--- src/hdl/fdt_pkg.sv ---
// ----------------------------------------------------------------------------
// fdt_pkg
// Shared types, constants and helpers of the flow depth triangulation block.
// ----------------------------------------------------------------------------
package fdt_pkg;

  localparam int COORD_BITS = 12;
  localparam int FRAC_BITS  = 16;
  localparam int FLOW_BITS  = 24;
  localparam int FLOW_FRAC  = 8;
  localparam int VAL_W      = 32;
  localparam int DEPTH_W    = 31;
  localparam int CFG_IDX_W  = 4;
  localparam int CFG_DATA_W = 64;
  localparam int PROD_W     = 48;
  localparam int WIDE_W     = 64;
  localparam int SAT_IN_W   = 72;
  localparam int QUO_BITS   = DEPTH_W;
  localparam int REM_W      = WIDE_W + QUO_BITS + 1;
  localparam int Q_DEPTH    = 4;
  localparam int Q_PTR_W    = $clog2(Q_DEPTH);
  localparam int Q_CNT_W    = Q_PTR_W + 1;

  localparam logic [CFG_IDX_W-1:0] REG_MAT_R0     = 4'd0;
  localparam logic [CFG_IDX_W-1:0] REG_MAT_R0R1   = 4'd1;
  localparam logic [CFG_IDX_W-1:0] REG_MAT_R1     = 4'd2;
  localparam logic [CFG_IDX_W-1:0] REG_MAT_R2     = 4'd3;
  localparam logic [CFG_IDX_W-1:0] REG_MAT_R2B1   = 4'd4;
  localparam logic [CFG_IDX_W-1:0] REG_BASE_B23   = 4'd5;
  localparam logic [CFG_IDX_W-1:0] REG_MIN_DEPTH  = 4'd6;
  localparam logic [CFG_IDX_W-1:0] REG_MAX_DEPTH  = 4'd7;

  localparam logic signed [SAT_IN_W-1:0] SAT_MAX = SAT_IN_W'(64'sd2147483647);

  typedef struct packed {
    logic [COORD_BITS-1:0]       pixel_x;
    logic [COORD_BITS-1:0]       pixel_y;
    logic signed [FLOW_BITS-1:0] flow_dx;
    logic signed [FLOW_BITS-1:0] flow_dy;
  } in_item_t;

  typedef struct packed {
    logic [DEPTH_W-1:0] depth_out;
    logic               denom_zero;
  } out_item_t;

  typedef struct packed {
    logic signed [VAL_W-1:0] m00, m01, m02;
    logic signed [VAL_W-1:0] m10, m11, m12;
    logic signed [VAL_W-1:0] m20, m21, m22;
    logic signed [VAL_W-1:0] b1, b2, b3;
    logic [DEPTH_W-1:0]      depth_lo;
    logic [DEPTH_W-1:0]      depth_hi;
  } cfg_t;

  typedef struct packed {
    logic signed [WIDE_W-1:0] num;
    logic [WIDE_W-1:0]        den;
  } mid_item_t;

  typedef struct packed {
    logic dz;
    logic npos;
    logic ovf;
  } div_flag_t;

  function automatic logic signed [VAL_W-1:0] sat32(input logic signed [SAT_IN_W-1:0] v);
    logic signed [SAT_IN_W-1:0] r;
    r = v;
    if (v > SAT_MAX) begin
      r = SAT_MAX;
    end else if (v < -SAT_MAX) begin
      r = -SAT_MAX;
    end
    return r[VAL_W-1:0];
  endfunction

endpackage

--- src/hdl/fdt_midq.sv ---
// ----------------------------------------------------------------------------
// fdt_midq
// Short queue between the front pipeline and the divider.
// ----------------------------------------------------------------------------
module fdt_midq (
  input  logic                clk,
  input  logic                rst,
  input  logic                wr,
  input  fdt_pkg::mid_item_t  wr_item,
  output logic                q_full,
  input  logic                rd,
  output logic                q_empty,
  output fdt_pkg::mid_item_t  rd_item
);
  import fdt_pkg::*;

  mid_item_t            mem [Q_DEPTH];
  logic [Q_PTR_W-1:0]   wp, rp;
  logic [Q_CNT_W-1:0]   cnt;

  assign q_full  = (cnt == Q_CNT_W'(Q_DEPTH));
  assign q_empty = (cnt == '0);
  assign rd_item = mem[rp];

  always_ff @(posedge clk) begin
    if (rst) begin
      wp  <= '0;
      rp  <= '0;
      cnt <= '0;
    end else begin
      if (wr) wp <= wp + 1'b1;
      if (rd) rp <= rp + 1'b1;
      cnt <= cnt + Q_CNT_W'(wr) - Q_CNT_W'(rd);
    end
  end

  always_ff @(posedge clk) begin
    if (wr) mem[wp] <= wr_item;
  end

endmodule

--- config.mk ---
export PLATFORM = sky130hd
export DESIGN_NAME = fdt_midq
export DESIGN_NICKNAME = d
export VERILOG_FILES = /design/src/hdl/fdt_pkg.sv /design/src/hdl/fdt_midq.sv
export SDC_FILE = /design/constraint.sdc
export NUM_CORES = 1
export LEC_CHECK = 0
export BUFFER_PORTS_ARGS = -buffer_cell sky130_fd_sc_hd__buf_2
export CORE_MARGIN = 2
export CORE_UTILIZATION = 57
export DETAILED_ROUTE_END_ITERATION = 8
export GPL_ROUTABILITY_DRIVEN = 1
export PLACE_DENSITY = 0.79
export SYNTH_ARGS = -nofsm -noshare
export SYNTH_HDL_FRONTEND = slang
export SYNTH_SLANG_ARGS = --single-unit
--- constraint.sdc ---
create_clock -name clk -period 5.2 [get_ports clk]
set_clock_uncertainty 0.05 [all_clocks]
set_input_delay 0.26 -clock clk [delete_from_list [all_inputs] [get_ports clk]]
set_output_delay 0.26 -clock clk [all_outputs]
set_load 0.03 [all_outputs]
### Yosys cells after proc, flatten, opt, wreduce, memory -nomap -nowiden

Memories as Yosys holds them, arrays and structs flattened. A register that Yosys moved wholly into a read port is not among the register bits.
Cells that the tools add are included.

| operators by class | value |
|---|---|
| mux-type cells | 4 |
| eq/ne operators | 1 |
| add/subtract/negate cells | 4 |
| reduce and logical (&&, ||, !) cells | 1 |

Operators by type and width:

| kind | count |
|---|---|
| 2-bit by 1-bit adder with 2-bit output, second input constant | 2 |
| 2-bit two-way mux | 2 |
| 3-bit by 1-bit adder with 3-bit output | 1 |
| 3-bit == test, second input constant | 1 |
| 3-bit zero test | 1 |
| 3-bit by 1-bit subtractor with 3-bit output | 1 |
| 1-bit two-way mux | 2 |

| word-level totals | value |
|---|---|
| word-level logic and storage cells | 14 |
| memories kept | 1 |
| bits in registers | 7 |
| RAM bits | 512 |

Memories:

| name | depth | width | rd ports | clocked after memory_dff | wr ports | line | source |
|---|---|---|---|---|---|---|---|
| mem | 4 | 128 | 1 | 1 | 1 | fdt_midq.sv:17 | `mid_item_t mem [Q_DEPTH];` |

### Logic depth before layout (Yosys ltp)

| logic depth | value |
|---|---|
| word-level depth | 3 |
| depth in mapped cells | 7 |
| depth with buffers taken out | 7 |

### Least setup slack after synthesis

No wires, ideal clock.

| timing | value |
|---|---|
| kind | flip-flop to flip-flop |
| from | reg wp[0] |
| to | mem mem[0][0] (netlist name), enable pin |
| path slack | 1168 ps |
| arrival | 3480 ps |
| stages on the path, launching flop included | 4 |
| path buffers | 0 |
| data required time | 4648 ps |
| library setup time | 502 ps |
| period minus slack after synthesis | 4032 ps |
| cell sequence | dfxtp_1 inv_1 ha_1 and2_1 |

RTL lines:

| element | line | source |
|---|---|---|
| start: declaration | fdt_midq.sv:18 | `logic [Q_PTR_W-1:0] wp, rp;` |
| start signal: assignment | fdt_midq.sv:31 | `if (wr) wp <= wp + 1'b1;` |
| end: declaration | fdt_midq.sv:17 |  |

No word-level cell before the write port.

==> out/results.md <==
* setup fix buffers added after clock tree synthesis: 0
* most frequent cells in the layout: 512 x edfxtp_1, 261 x buf_2, 130 x dlygate4sd3_1, 128 x mux4_2, 51 x clkbuf_16
* antenna-violating nets left: 0
* detailed placer's ending HPWL: 19.7 mm
* filler cell count in the final layout: 1886
* final global-route overflow total: 0
* leading post-synthesis cells by cell area: edfxtp_1 81%, mux4_2 15%, buf_12 1.1%
* max_slew headroom: 0.352
* combinational family with the most area after synthesis: multiplexers
* Setup TNS: 0 ns
* number of gates resized after CTS: 0
* Net count, final: 1272
* most used flip-flop cell after synthesis: edfxtp_1
* static leakage: 8.00 nW
* core region area: 32700 um2
* layout cells sized above 1: 0.399
* endpoint kind of the worst setup timing path: output port
* Longest Clk Path Bufs: 3
* vias in the first global route: 9926
* post-route cell area: 23500 um2
* routability congestion estimate: 0.699
* count of hold-fix buffers inserted at cts: 130
* TritonCTS clock tree: built
* final period utilization: 0.610
* # port buffers: 261
* Reg clk slew, reported paths: 0.06 ns
* detailed-router iteration count before antenna repair: 6
* number of enable-type register cells in the synthesized netlist: 512
* post-synthesis compound-gate area fraction: 0.000790
* number of buffers created by CTS: 50
* Tightest Pin Transition: 0.972 ns
* WL/cell: 22.7 um
* fmax: 315 MHz
* count of H-tree levels built during CTS: 2
* mux share of post-synthesis cell area: 0.152
* total detailed-routing wirelength: 36.6 mm
* adder-cell share of the synthesized area: 0.00500
* number of core rows: 66
* sinks on the clock net: 521
* smallest setup slack after layout: 2.03 ns
* endpoint required time on the critical path: 4.89 ns
* Horiz. Die Dim: 187 um
* total via count after detailed routing: 8967
* initial DRC count: 637
* flop-to-flop setup slack: 2.94 ns
* layout-stage area growth over the synthesis result: 23.9%
* number of instances in the synthesized netlist: 710
* register bit total from synthesis: 521
* floorplan die area: 34800 um2
* final number of hold-violating endpoints: 0
* category of the worst setup path launch point: register
* hold crit path type: in -> reg
* Post-synth ARST share: 0
* I/O pin count: 262
* worst-skew pair later-pin latency: 0.54 ns
* dpl cell area: 20700 um2
* effective utilization at floorplan: 0.581
* average cell area after synthesis: 26.8 um2
* Final setup violation count: 0
* worst slack at placement: 2.50 ns
* pin count of the biggest net entering global routing: 80
* # Max-Cap Violations: 0
* Worst VDD drop: 0.000344 V
* synthesized netlist net count: 849
* area share of the largest cell type after synthesis: 0.809
* Post-route DRC: 0
* synthesized-area fraction occupied by and/or/nand/nor cells: 0.00395
* RSZ-0062 raised after global routing: no
* number of pins with negative max-slew slack in the final report: 0
* start-to-end type of the worst setup path: reg -> out
* share of the yosys chip area belonging to registers: 0.818
* distinct cell type count of the synthesized netlist: 21
* share of the synthesized netlist area taken by xor and xnor gates: 0.00217
* die height: 187 um
* status: finished, final reports clean
* shortest period the worst path allows: 3.17 ns
* Overall Global Routing Usage: 0.215
* most common cell after layout, fill and taps aside: edfxtp_1
* data arrival time of the critical path: 2.86 ns
* library cell with the largest summed area after synthesis: edfxtp_1
* top fanout value on the critical path: 42
* Ys Warns: 0
* initial antenna violation count: 5
* pwr dens: 402 nW/um2
* buffer cell driving the clock tree root: clkbuf_16
* vias per inst: 5.55
* Mapped Area: 19000 um2
* global-route wire length before repair: 57.0 mm
per-layer routing:
layer | vias to the layer above | part of all wire | global-route usage
met5 | - | 0.00030 | 0
met4 | 2 | 0.019 | 0.0525
met3 | 56 | 0.081 | 0.0615
met2 | 361 | 0.51 | 0.370
met1 | 4621 | 0.39 | 0.273
li1 | 3927 | - | -
final cells by class:
type | instances | area [um2] | share of cell area
multi-input cells | 155 | 3130 | 0.133
repair buffers | 399 | 2730 | 0.116
inverters | 6 | 22.5 | 0.000956
clock inverters | 23 | 205 | 0.00871
well taps | 442 | 553 | 0.0235
diodes | 4 | 10.0 | 0.000425
clock buffers | 67 | 1340 | 0.0567
flip-flops and latches | 521 | 15600 | 0.661
kinds of logic after synthesis:
family | Yosys count
AO/OA/AOI/OAI | 2
AND/OR/NAND/NOR | 14
multiplexers | 129
flip-flops | 521
buffers and inverters | 34
adder cells (fa/ha/maj) | 7
XOR/XNOR | 3
state kept, by name (all words and copies together) (netlist names), named ones only:
register / cells
cnt: 3
mem: 512
rp: 2
wp: 2
path summary, 6_finish.rpt:
check	to	start	depth (start not counted)
worst max register to register	mem[0][109]$_DFFE_PP_	wp[0]$_SDFFE_PP0P_	4
worst min register to register	register	rp[1]$_SDFFE_PP0P_	2
worst min-delay path	wp[1]$_SDFFE_PP0P_	wr	3
worst max-delay path	rd_item[48]	register	3
synth_stat cells (2+ instances only):
cell / number
mux4_2: 128
nor2b_1: 2
dfxtp_1: 9
and2_1: 4
ha_1: 6
buf_12: 10
nor2_1: 5
buf_2: 13
buf_6: 4
xnor2_1: 2
edfxtp_1: 512
inv_1: 6
per-stage QoR:
step           power [mW]  std cells  hold WS (ns)   util
2_1_floorplan        5.76        710         0.282      -
3_3_place_gp         6.04       1393         0.421  0.633
3_5_place_dp         6.07       1393         0.426  0.633
4_1_cts              9.54       1613        0.0250  0.720
5_1_grt              9.77       1616        0.0691  0.720
6_report             9.47       1617        0.0453  0.720
critical path, stage by stage, from the launching register on:
cell,delay (ns)
dfxtp_4,0.90
buf_4,0.58
mux4_2,0.59
buf_2,0.20
where the power goes:
| part | switching (mW) | internal (mW) | total, mW |
|---|---|---|---|
| Sequential | 0.0829 | 4.83 | 4.91 |
| Combinational | 0.693 | 0.456 | 1.15 |
| Clock | 1.41 | 1.99 | 3.41 |
No activity file was read; power rests on OpenSTA's default activity.
