$ cat src/hdl/fdt_pkg.sv
// ----------------------------------------------------------------------------
// fdt_pkg
// Shared types, constants and helpers of the flow depth triangulation block.
// ----------------------------------------------------------------------------
package fdt_pkg;

  localparam int COORD_BITS = 12;
  localparam int FRAC_BITS  = 16;
  localparam int FLOW_BITS  = 24;
  localparam int FLOW_FRAC  = 8;
  localparam int VAL_W      = 32;
  localparam int DEPTH_W    = 31;
  localparam int CFG_IDX_W  = 4;
  localparam int CFG_DATA_W = 64;
  localparam int PROD_W     = 48;
  localparam int WIDE_W     = 64;
  localparam int SAT_IN_W   = 72;
  localparam int QUO_BITS   = DEPTH_W;
  localparam int REM_W      = WIDE_W + QUO_BITS + 1;
  localparam int Q_DEPTH    = 4;
  localparam int Q_PTR_W    = $clog2(Q_DEPTH);
  localparam int Q_CNT_W    = Q_PTR_W + 1;

  localparam logic [CFG_IDX_W-1:0] REG_MAT_R0     = 4'd0;
  localparam logic [CFG_IDX_W-1:0] REG_MAT_R0R1   = 4'd1;
  localparam logic [CFG_IDX_W-1:0] REG_MAT_R1     = 4'd2;
  localparam logic [CFG_IDX_W-1:0] REG_MAT_R2     = 4'd3;
  localparam logic [CFG_IDX_W-1:0] REG_MAT_R2B1   = 4'd4;
  localparam logic [CFG_IDX_W-1:0] REG_BASE_B23   = 4'd5;
  localparam logic [CFG_IDX_W-1:0] REG_MIN_DEPTH  = 4'd6;
  localparam logic [CFG_IDX_W-1:0] REG_MAX_DEPTH  = 4'd7;

  localparam logic signed [SAT_IN_W-1:0] SAT_MAX = SAT_IN_W'(64'sd2147483647);

  typedef struct packed {
    logic [COORD_BITS-1:0]       pixel_x;
    logic [COORD_BITS-1:0]       pixel_y;
    logic signed [FLOW_BITS-1:0] flow_dx;
    logic signed [FLOW_BITS-1:0] flow_dy;
  } in_item_t;

  typedef struct packed {
    logic [DEPTH_W-1:0] depth_out;
    logic               denom_zero;
  } out_item_t;

  typedef struct packed {
    logic signed [VAL_W-1:0] m00, m01, m02;
    logic signed [VAL_W-1:0] m10, m11, m12;
    logic signed [VAL_W-1:0] m20, m21, m22;
    logic signed [VAL_W-1:0] b1, b2, b3;
    logic [DEPTH_W-1:0]      depth_lo;
    logic [DEPTH_W-1:0]      depth_hi;
  } cfg_t;

  typedef struct packed {
    logic signed [WIDE_W-1:0] num;
    logic [WIDE_W-1:0]        den;
  } mid_item_t;

  typedef struct packed {
    logic dz;
    logic npos;
    logic ovf;
  } div_flag_t;

  function automatic logic signed [VAL_W-1:0] sat32(input logic signed [SAT_IN_W-1:0] v);
    logic signed [SAT_IN_W-1:0] r;
    r = v;
    if (v > SAT_MAX) begin
      r = SAT_MAX;
    end else if (v < -SAT_MAX) begin
      r = -SAT_MAX;
    end
    return r[VAL_W-1:0];
  endfunction

endpackage

$ cat src/hdl/fdt_regs.sv
// ----------------------------------------------------------------------------
// fdt_regs
// Configuration register file: matrix, baseline and depth clamps.
// ----------------------------------------------------------------------------
module fdt_regs (
  input  logic                           clk,
  input  logic                           rst,
  input  logic                           cfg_valid,
  input  logic [fdt_pkg::CFG_IDX_W-1:0]  cfg_index,
  input  logic [fdt_pkg::CFG_DATA_W-1:0] cfg_data,
  output fdt_pkg::cfg_t                  cfg
);
  import fdt_pkg::*;

  logic [CFG_DATA_W-1:0] r0, r1, r2, r3, r4, r5;
  logic [DEPTH_W-1:0]    rmin, rmax;

  always_ff @(posedge clk) begin
    if (rst) begin
      r0 <= '0; r1 <= '0; r2 <= '0; r3 <= '0; r4 <= '0; r5 <= '0;
      rmin <= '0;
      rmax <= '1;
    end else if (cfg_valid) begin
      case (cfg_index)
        REG_MAT_R0:    r0 <= cfg_data;
        REG_MAT_R0R1:  r1 <= cfg_data;
        REG_MAT_R1:    r2 <= cfg_data;
        REG_MAT_R2:    r3 <= cfg_data;
        REG_MAT_R2B1:  r4 <= cfg_data;
        REG_BASE_B23:  r5 <= cfg_data;
        REG_MIN_DEPTH: rmin <= cfg_data[DEPTH_W-1:0];
        REG_MAX_DEPTH: rmax <= cfg_data[DEPTH_W-1:0];
        default: ;
      endcase
    end
  end

  always_comb begin
    cfg.m00 = r0[31:0];  cfg.m01 = r0[63:32];
    cfg.m02 = r1[31:0];  cfg.m10 = r1[63:32];
    cfg.m11 = r2[31:0];  cfg.m12 = r2[63:32];
    cfg.m20 = r3[31:0];  cfg.m21 = r3[63:32];
    cfg.m22 = r4[31:0];  cfg.b1  = r4[63:32];
    cfg.b2  = r5[31:0];  cfg.b3  = r5[63:32];
    cfg.depth_lo = rmin;
    cfg.depth_hi = rmax;
  end

endmodule

$ cat config.mk
export PLATFORM = sky130hd
export DESIGN_NAME = fdt_regs
export DESIGN_NICKNAME = d
export VERILOG_FILES = /design/src/hdl/fdt_pkg.sv /design/src/hdl/fdt_regs.sv
export SDC_FILE = /design/constraint.sdc
export NUM_CORES = 1
export LEC_CHECK = 0
export ABC_AREA = 1
export BUFFER_PORTS_ARGS = -buffer_cell sky130_fd_sc_hd__buf_4
export CORE_ASPECT_RATIO = 1.1
export CORE_MARGIN = 1.5
export CORE_UTILIZATION = 30
export CTS_CLUSTER_SIZE = 12
export DETAILED_ROUTE_END_ITERATION = 8
export PLACE_DENSITY = 0.6
export SYNTH_ARGS = -nofsm -noshare
export SYNTH_HDL_FRONTEND = slang
export SYNTH_SLANG_ARGS = --single-unit
export TNS_END_PERCENT = 20
$ cat constraint.sdc
create_clock -name clk -period 1.4 [get_ports clk]
set_clock_uncertainty 0.15 [all_clocks]
set_input_delay 0.28 -clock clk [delete_from_list [all_inputs] [get_ports clk]]
set_output_delay 0.28 -clock clk [all_outputs]
set_load 0.02 [all_outputs]
======== Word level (Yosys, flattened, before mapping) ========
Cells that the tools add are included.
cells by class
  reduce and logical (&&, ||, !) cells .... 9
  eq/ne operators ......................... 7
operators by type and width
  operator              number
  $eq A4 B3 Y1 const B  4
  $reduce_and A2 Y1     8
  $eq A4 B2 Y1 const B  2
  $eq A4 B1 Y1 const B  1
  $logic_not A4 Y1      1
storage, ports and cells
  word-level logic and storage cells ...... 24
  register bits after elaboration ......... 446

======== Longest topological paths before layout ========
Gate-level depths: netlist of the first run.
  depth in word-level cells ............... 2
  mapped depth ............................ 8

======== Worst setup path after synthesis of the first run ========
Ideal clock, no wire load.
  path type ............................... input to register
  from .................................... input cfg_valid
  to ...................................... register r5[10]
  library setup time ...................... 0.113 ns
  setup slack ............................. 0.019 ns
  arrival time ............................ 1.119 ns
  data required time ...................... 1.137 ns
  stages on the path ...................... 8
  buffers on the path ..................... 3
  path through ............................ buf_2 -> nand3_2 -> nor2_1 -> buf_4 -> buf_6 -> nand2_1 -> nand2_1 -> nor2_1
between the ends
  word-level cells in the longest chain between the ends .. 1
RTL lines
  element                      line            RTL
  start, declared              fdt_regs.sv:8   input logic cfg_valid,
  $reduce_and A2 Y1 (no line)  n/a
  end signal, assigned         fdt_regs.sv:30  REG_BASE_B23: r5 <= cfg_data;
  end, declared                fdt_regs.sv:15  logic [CFG_DATA_W-1:0] r0, r1, r2, r3, r4, r5;
No other way between the ends.
A chain may end at the register's enable or synchronous reset.

======== Worst setup path after layout of the first run ========
  from .................................... register r5[46]
  to ...................................... output cfg[76] (netlist bit)
RTL lines
  element        line            RTL
  end, declared  fdt_regs.sv:11  output fdt_pkg::cfg_t cfg
No word-level cell between the ends.

==> metrics.yaml, run 1 <==
firstDrtPassIters: 5
cts_buffer_depth: 3
max_stage_delay_ns: 0.36
dp_cells: 3780
fin_util: 0.4749
drtAntennaViolNets: 0
yosysSeqAreaShare: 0.5072
die_x_um: 234.0
maxCapViolCount: 0
crit_chain: "buf_6"
yosysUniqueCellTypes: 16
vias_per_cell: 4.419
p_seq_frac: 0.452
final_cells: 3932
synth_common_cells: "nor2_1 (836), nand2_1 (768), dfxtp_1 (446), inv_1 (195), nand4_1 (128)"
nFillCells: 5610
worstMarginPinSlew_ns: 0.3536
first_global_vias: 16390
crit_type: "reg2out"
min_path_type: "in2reg"
reg2reg_slack_ns: 0.51
core_region_area_sq_um: 57670
syn-num-nets: 2658
end_kind: "output port"
drtIter0Drc: 838
min_period_over_period: 1.075
yosysWarningCount: 0
clk-insertion-delay-late_ns: 0.57
nNetsFinal: 3221
crit_start: "r5[46]$_SDFFE_PP0P_"
synth_most_common_cell: "nor2_1"
combPwrFrac: 0.107
p_clk_frac: 0.441
cts-root-buf: "clkbuf_16"
crit_fanout: 2
synth_edf_count: 0
grt_pass1_wl_mm: 95.23
initial_core_util: 0.3052
violations: "setup timing"
crit_slowest_cell: "dfxtp_2"
fin_ws_ns: -0.1053
place_hpwl_mm: 43.14
ir_drop_v: 0.0008953
numCtsBuffers: 49
io_buffer_count: 516
status: "finished, violations left"
vias: 17380
cpLargestDelayFamily: "flip-flops"
htree_levels: 2
wl_per_cell_um: 15.87
antenna_found_initial: 1
synth_top_area_frac: 0.5072
syn_to_final_growth_pct: 55.58
overflow: 0
cp.arrival_ns: 1.08
cts.sinks: 446
fmax_mhz: 664.3
period_minus_slack_ns: 1.505
path_clk_slew_ns: 0.06
diodes: 0
critPathLaunchType: "flip-flop"
cts_tree: "yes"
grt_max_degree: 63
max-slew-margin-rel: 0.7643
routabilityCongestion: 0.8003
die_h_um: 257.1
synth_cells: 2587
yosys.area.top_type: "dfxtp_1"
setup_violations: 446
rsz0062_at_grt: "yes"
grt_use_total: 0.2030
hold_start: "cfg_valid"
layout-drive-gt1-share: 0.3635
synth-seq-cells: 446
switching_power_w: 0.007346
netlist_area_sq_um: 17600
drt-total-wl_mm: 62.39
avgSynthCellArea_sq_um: 6.804
async_flop_share: 0
yosys-top-cells-area: "dfxtp_1 (51%), nor2_1 (18%), nand2_1 (16%)"
power.internal_w: 0.02191
dieArea_sq_um: 60140
drv_slew: 0
swShare: 0.2511
hold_viol: 0
ys.flop_type: "dfxtp_1"
rows: 92
p_per_area_nw_per_um2: 1068
r2r_start: "r3[41]$_SDFFE_PP0P_"
p_leak_nw: 13.03
drcViolationCount: 0
critPathRequiredTime_ns: 0.97
io-pin-count: 517
path_buf_inv: 1
[layout make-up]
type / count / area [sq um] / share of cell area
Timing Repair Buffer: 682 / 7490 / 0.2735
Multi-Input combinational cell: 1773 / 7126 / 0.2602
Clock buffer: 71 / 1501 / 0.05482
Clock inverter: 10 / 88.84 / 0.003244
Inverter: 198 / 750.7 / 0.02741
Sequential cell: 446 / 9489 / 0.3465
Tap cell: 752 / 940.9 / 0.03436
[kinds of logic after synthesis]
family	count (synthesis)	share of synthesized area
buffers and inverters	368	0.09240
DFF	446	0.5072
and+or+nand+nor	1773	0.4004
[power by group through the flow]
stage               Sequential (W)  Clock (W)  Combinational (W)
detailed placement          0.0134          0            0.00280
CTS                         0.0132     0.0133            0.00310
floorplan                   0.0137          0            0.00112
global placement            0.0134          0            0.00280
finish                      0.0132     0.0129            0.00312
global route                0.0133     0.0138            0.00340
[layout by cell type (no fill, tap or decap)]
cell / synthesis / final
clkbuf_1: 50 / 5
clkbuf_8: 0 / 15
clkbuf_16: 0 / 51
nand3_1: 35 / 32
dfxtp_2: 0 / 445
buf_4: 22 / 129
nor2_1: 836 / 831
nand2_1: 768 / 768
inv_6: 0 / 2
nor2_4: 2 / 9
dfxtp_4: 0 / 1
nor2_2: 3 / 1
clkinv_2: 0 / 5
buf_12: 0 / 41
nand3_2: 1 / 2
bufinv_16: 0 / 1
inv_2: 2 / 2
dlygate4sd3_1: 0 / 65
nand4_1: 128 / 128
inv_1: 195 / 195
nand3_4: 0 / 2
buf_16: 0 / 1
clkinv_4: 0 / 1
buf_6: 10 / 446
inv_8: 0 / 1
clkinvlp_4: 0 / 1
[per-layer routing]
| metal | part of all wire | wire [um] | vias to the layer above | global-route usage |
|---|---|---|---|---|
| met5 | 0.00018 | 11 | - | 0 |
| met4 | 0.038 | 2379 | 2 | 0.08048 |
| met3 | 0.065 | 4074 | 117 | 0.05441 |
| met2 | 0.48 | 29800 | 472 | 0.3430 |
| met1 | 0.42 | 26120 | 7883 | 0.2424 |
| li1 | - | - | 8902 | - |
[sequential cells by signal (all words and copies together) (netlist names)]
name  flops
r0       64
r2       64
r5       64
r4       64
r3       64
r1       64
rmax     31
rmin     31
[final timing paths]
| check | end | cells after the start |
|---|---|---|
| setup / recovery | cfg[76] | 1 |
| hold / removal | r2[10]$_SDFFE_PP0P_ | 5 |
| setup reg to reg | r3[41]$_SDFFE_PP0P_ | 5 |
| hold reg to reg | rmax[16]$_SDFFE_PP1P_ | 2 |
[per-stage QoR]
stage	setup TNS, ns	hold WS (ns)	power (W)	instance area [sq um]	setup slack [ns]
2_1_floorplan	0	0.2562	0.01485	17600	0.01857
3_3_place_gp	-61.80	0.2915	0.01621	22860	-0.2045
3_5_place_dp	-64.59	0.2935	0.01621	22860	-0.2265
4_1_cts	-49.18	0.05874	0.02959	27010	-0.1507
5_1_grt	-48.48	0.1297	0.03041	27390	-0.1475
6_report	-29.86	0.07224	0.02926	27390	-0.1053
[repair_timing]
action | in CTS | in global routing
buffers inserted | 0 | 6
endpoints found under the hold margin | 378 | 0
hold buffers | 65 | 0
setup endpoints to repair | 446 | 447
resized for setup | 763 | 132
Power figures use the tool's default switching activity.
==> run 2: changes to the inputs <==
SETUP_SLACK_MARGIN = 0.05   (was default)
SKIP_LAST_GASP = 1   (was default)
SLEW_MARGIN = 10   (was default)
==> metrics.yaml, run 2 (synthesis gave the netlist of run 1 again) <==
max_stage_delay_ns: 0.35
firstDrtPassIters: 6
cts.sinks: 446
reg2reg_slack_ns: 0.48
period_minus_slack_ns: 1.502
die_x_um: 234.0
drtAntennaViolNets: 0
mostFrequentLayoutCell: "nor2_1"
dp_cells: 3780
p_leak_nw: 12.86
min_path_type: "in2reg"
first_global_vias: 16110
wl_per_cell_um: 15.80
worstMarginPinSlew_ns: 0.5123
crit_type: "reg2out"
routabilityCongestion: 0.8091
clk-insertion-delay-late_ns: 0.57
hold_viol: 0
cts-root-buf: "clkbuf_16"
syn_to_final_growth_pct: 51.28
p_per_area_nw_per_um2: 1100
overflow: 0
cpLargestDelayFamily: "flip-flops"
dp_slack_ns: -0.2989
fin_util: 0.4618
dieArea_sq_um: 60140
whs_ns: 0.1473
crit_chain: "buf_6"
fmax_mhz: 666.0
min_period_over_period: 1.073
cts_tree: "yes"
io-pin-count: 517
rows: 92
grt_pass1_wl_mm: 94.51
vias_per_cell: 4.403
numCtsBuffers: 48
maxCapViolCount: 0
initial_core_util: 0.3052
path_buf_inv: 1
fin_ws_ns: -0.1016
crit_fanout: 2
drt-total-wl_mm: 62.28
grt_use_total: 0.2008
final_cell_mix: "nor2_1 (832), nand2_1 (768), buf_4 (299)"
rsz0062_at_grt: "yes"
diodes: 0
cp.arrival_ns: 1.07
io_buffer_count: 516
layout-drive-gt1-share: 0.3098
end_kind: "output port"
critPathLaunchType: "flip-flop"
path_clk_slew_ns: 0.06
crit_slowest_cell: "dfxtp_1"
postLayoutCellArea_sq_um: 26630
nNetsFinal: 3223
ir_drop_v: 0.0008182
violations: "setup timing"
drv_slew: 0
place_hpwl_mm: 43.55
htree_levels: 2
grt_max_degree: 85
setup_violations: 446
die_h_um: 257.1
max-slew-margin-rel: 0.6585
antenna_found_initial: 1
drtIter0Drc: 1053
status: "finished, violations left"
final_cells: 3941
vias: 17350
post_dp_cell_area_sq_um: 22920
core_region_area_sq_um: 57670
critPathRequiredTime_ns: 0.97
drcViolationCount: 0
cts_buffer_depth: 3
==> run 2: changes by cell type in the layout (fill, tap and decap cells not counted) <==
cell,previous run,this run
dfxtp_2,445,277
bufinv_16,1,3
clkbuf_16,51,49
clkinv_4,1,0
buf_16,1,0
buf_12,41,47
buf_4,129,299
buf_6,446,274
nor2_2,1,0
clkinvlp_4,1,0
nor2_1,831,832
clkbuf_1,5,13
dfxtp_1,0,168
==> run 2: timing repair <==
| action | CTS | global route |
|---|---|---|
| gates cloned | 0 | 0 |
| endpoints found under the setup margin | 446 | 560 |
| hold buffers | 65 | 0 |
| endpoints found under the hold margin | 358 | 0 |
| gates resized for setup | 345 | 208 |
| setup buffers | 3 | 6 |
| pin swaps | 0 | 0 |
==> run 2: area by class of cell <==
class,instances,area (sq um)
fill,5709,31040
sequential,446,9279
multi-input combinational,1773,7123
timing repair buffer,685,6922
clock buffer,77,1481
tap,752,940.9
inverter,198,750.7
clock inverter,10,132.6
==> run 2: per-layer routing <==
metal | vias to the layer above | share of wire | track usage
li1 | 8902 | - | -
met1 | 7845 | 0.42 | 0.2479
met2 | 485 | 0.47 | 0.3345
met3 | 121 | 0.066 | 0.05064
met4 | 0 | 0.038 | 0.07443
met5 | - | 0 | 0
==> run 2: power breakdown <==
part           switching [W]  internal [W]  total, W
Clock                0.00527       0.00777    0.0130
Combinational        0.00179       0.00126   0.00305
Sequential          0.000192        0.0130    0.0132
==> run 2: path summary, 6_finish.rpt <==
kind | start | to | cells after the start
setup / recovery | r0[41]$_SDFFE_PP0P_ | cfg[391] | 1
setup reg to reg | r0[40]$_SDFFE_PP0P_ | r0[40]$_SDFFE_PP0P_ | 4
hold / removal | cfg_index[3] | r3[53]$_SDFFE_PP0P_ | 6
hold reg to reg | rmax[19]$_SDFFE_PP1P_ | rmax[19]$_SDFFE_PP1P_ | 2
==> run 2: per-stage QoR <==
stage | setup TNS, ns | total power (W)
3_3_place_gp | -96.68 | 0.01621
5_1_grt | -51.74 | 0.03041
4_1_cts | -51.78 | 0.02954
6_report | -29.67 | 0.02929
3_5_place_dp | -97.16 | 0.01622
2_1_floorplan | 0 | 0.01486
==> run 3: changes to the inputs <==
clock period = 1.31 ns   (was 1.4 ns; I/O delays follow)
==> metrics.yaml, run 3 (synthesis gave the netlist of run 1 again) <==
min_path_type: "in2reg"
cpLargestDelayFamily: "flip-flops"
io_buffer_count: 516
period_minus_slack_ns: 1.481
fin_ws_ns: -0.1709
grt_pass1_wl_mm: 93.12
io-pin-count: 517
crit_fanout: 2
htree_levels: 2
r2r_cells: 5
r2r_start: "r3[58]$_SDFFE_PP0P_"
mostFrequentLayoutCell: "nor2_1"
rows: 92
crit_slowest_cell: "dfxtp_1"
core_region_area_sq_um: 57670
drv_slew: 0
first_global_vias: 15900
nNetsFinal: 3259
wl_per_cell_um: 15.70
worstMarginPinSlew_ns: 0.3800
cts_buffer_depth: 3
reg2reg_slack_ns: 0.41
drtIter0Drc: 904
path_buf_inv: 1
grt_max_degree: 71
cp.arrival_ns: 1.07
critPathLaunchType: "flip-flop"
dieArea_sq_um: 60140
crit-reg2reg-capture: "r3[58]$_SDFFE_PP0P_"
status: "finished, violations left"
crit_start: "r0[1]$_SDFFE_PP0P_"
drtAntennaViolNets: 0
clk-insertion-delay-late_ns: 0.57
final_cell_mix: "nor2_1 (832), nand2_1 (768), buf_4 (407)"
p_leak_nw: 12.87
place_hpwl_mm: 44.60
min_period_over_period: 1.130
holdPathStages: 5
max_stage_delay_ns: 0.34
fin_tns_setup_ns: -61.35
firstDrtPassIters: 5
dp_cells: 3814
p_per_area_nw_per_um2: 1156
setup_violations: 446
grt_use_total: 0.1994
cts.sinks: 446
drt-total-wl_mm: 62.36
rsz0062_at_grt: "yes"
drcViolationCount: 0
max-slew-margin-rel: 0.7467
die_h_um: 257.1
hold_viol: 0
crit_type: "reg2out"
final_cells: 3972
path_clk_slew_ns: 0.06
maxCapViolCount: 0
cts_tree: "yes"
nFillCells: 5796
vias_per_cell: 4.352
violations: "setup timing"
routabilityCongestion: 0.7972
die_x_um: 234.0
fmax_mhz: 675.3
critPathRequiredTime_ns: 0.90
initial_core_util: 0.3052
hold_start: "cfg_index[3]"
antenna_found_initial: 2
holdPathEnd: "r3[52]$_SDFFE_PP0P_"
cts-root-buf: "clkbuf_16"
overflow: 0
vias: 17290
layout-drive-gt1-share: 0.2945
ir_drop_v: 0.0008940
crit_chain: "buf_4"
syn_to_final_growth_pct: 50.07
end_kind: "output port"
numCtsBuffers: 48
[run 3: worst max path at each step]
stage,endpoint,slack (ns),cells past startpoint
2_1_floorplan,r3[13]$_SDFFE_PP0P_,0.03,6
3_3_place_gp,rmin[29]$_SDFFE_PP0P_,-0.26,8
3_5_place_dp,rmin[27]$_SDFFE_PP0P_,-0.28,8
4_1_cts,cfg[303],-0.21,1
5_1_grt,cfg[415],-0.21,1
6_report,cfg[415],-0.17,1
[run 3: report_power, final]
part / internal, W / switching, W
clock network: 0.00755 / 0.00559
registers: 0.0139 / 0.000200
logic: 0.00139 / 0.00192
total: 0.0228 / 0.00771
[run 3: timing repair]
action / CTS / global route
hold endpoints to repair: 375 / 0
gates resized for setup: 209 / 202
setup buffers: 5 / 6
hold buffers: 65 / 0
setup endpoints to repair: 446 / 507
[run 3: metal layers]
layer	share of wire	global-route usage	vias up
li1	-	-	8966
met1	0.42	0.2422	7740
met2	0.47	0.3326	464
met3	0.071	0.05253	116
met4	0.038	0.07924	2
met5	0.00021	0	-
[run 3: final cells by class]
cell class                 instances  area [sq um]  share of cell area
clock buffer                      73          1406             0.05323
timing repair buffer             721          6913              0.2617
antenna                            1         2.502          0.00009472
tap                              752         940.9             0.03562
clock inverter                     8         80.08            0.003031
inverter                         198         750.7             0.02842
sequential                       446          9189              0.3478
multi-input combinational       1773          7136              0.2701
[run 3: per-stage QoR]
stage / area, sq um / setup slack, ns / utilization / total power [W] / hold slack (ns)
2_1_floorplan: 17700 / 0.03120 / - / 0.01589 / 0.2382
3_3_place_gp: 23170 / -0.2620 / 0.4018 / 0.01742 / 0.2891
3_5_place_dp: 23170 / -0.2793 / 0.4018 / 0.01742 / 0.2983
4_1_cts: 25860 / -0.2075 / 0.4485 / 0.03085 / 0.03043
5_1_grt: 26420 / -0.2141 / 0.4581 / 0.03178 / 0.09257
6_report: 26420 / -0.1709 / 0.4581 / 0.03054 / 0.07481
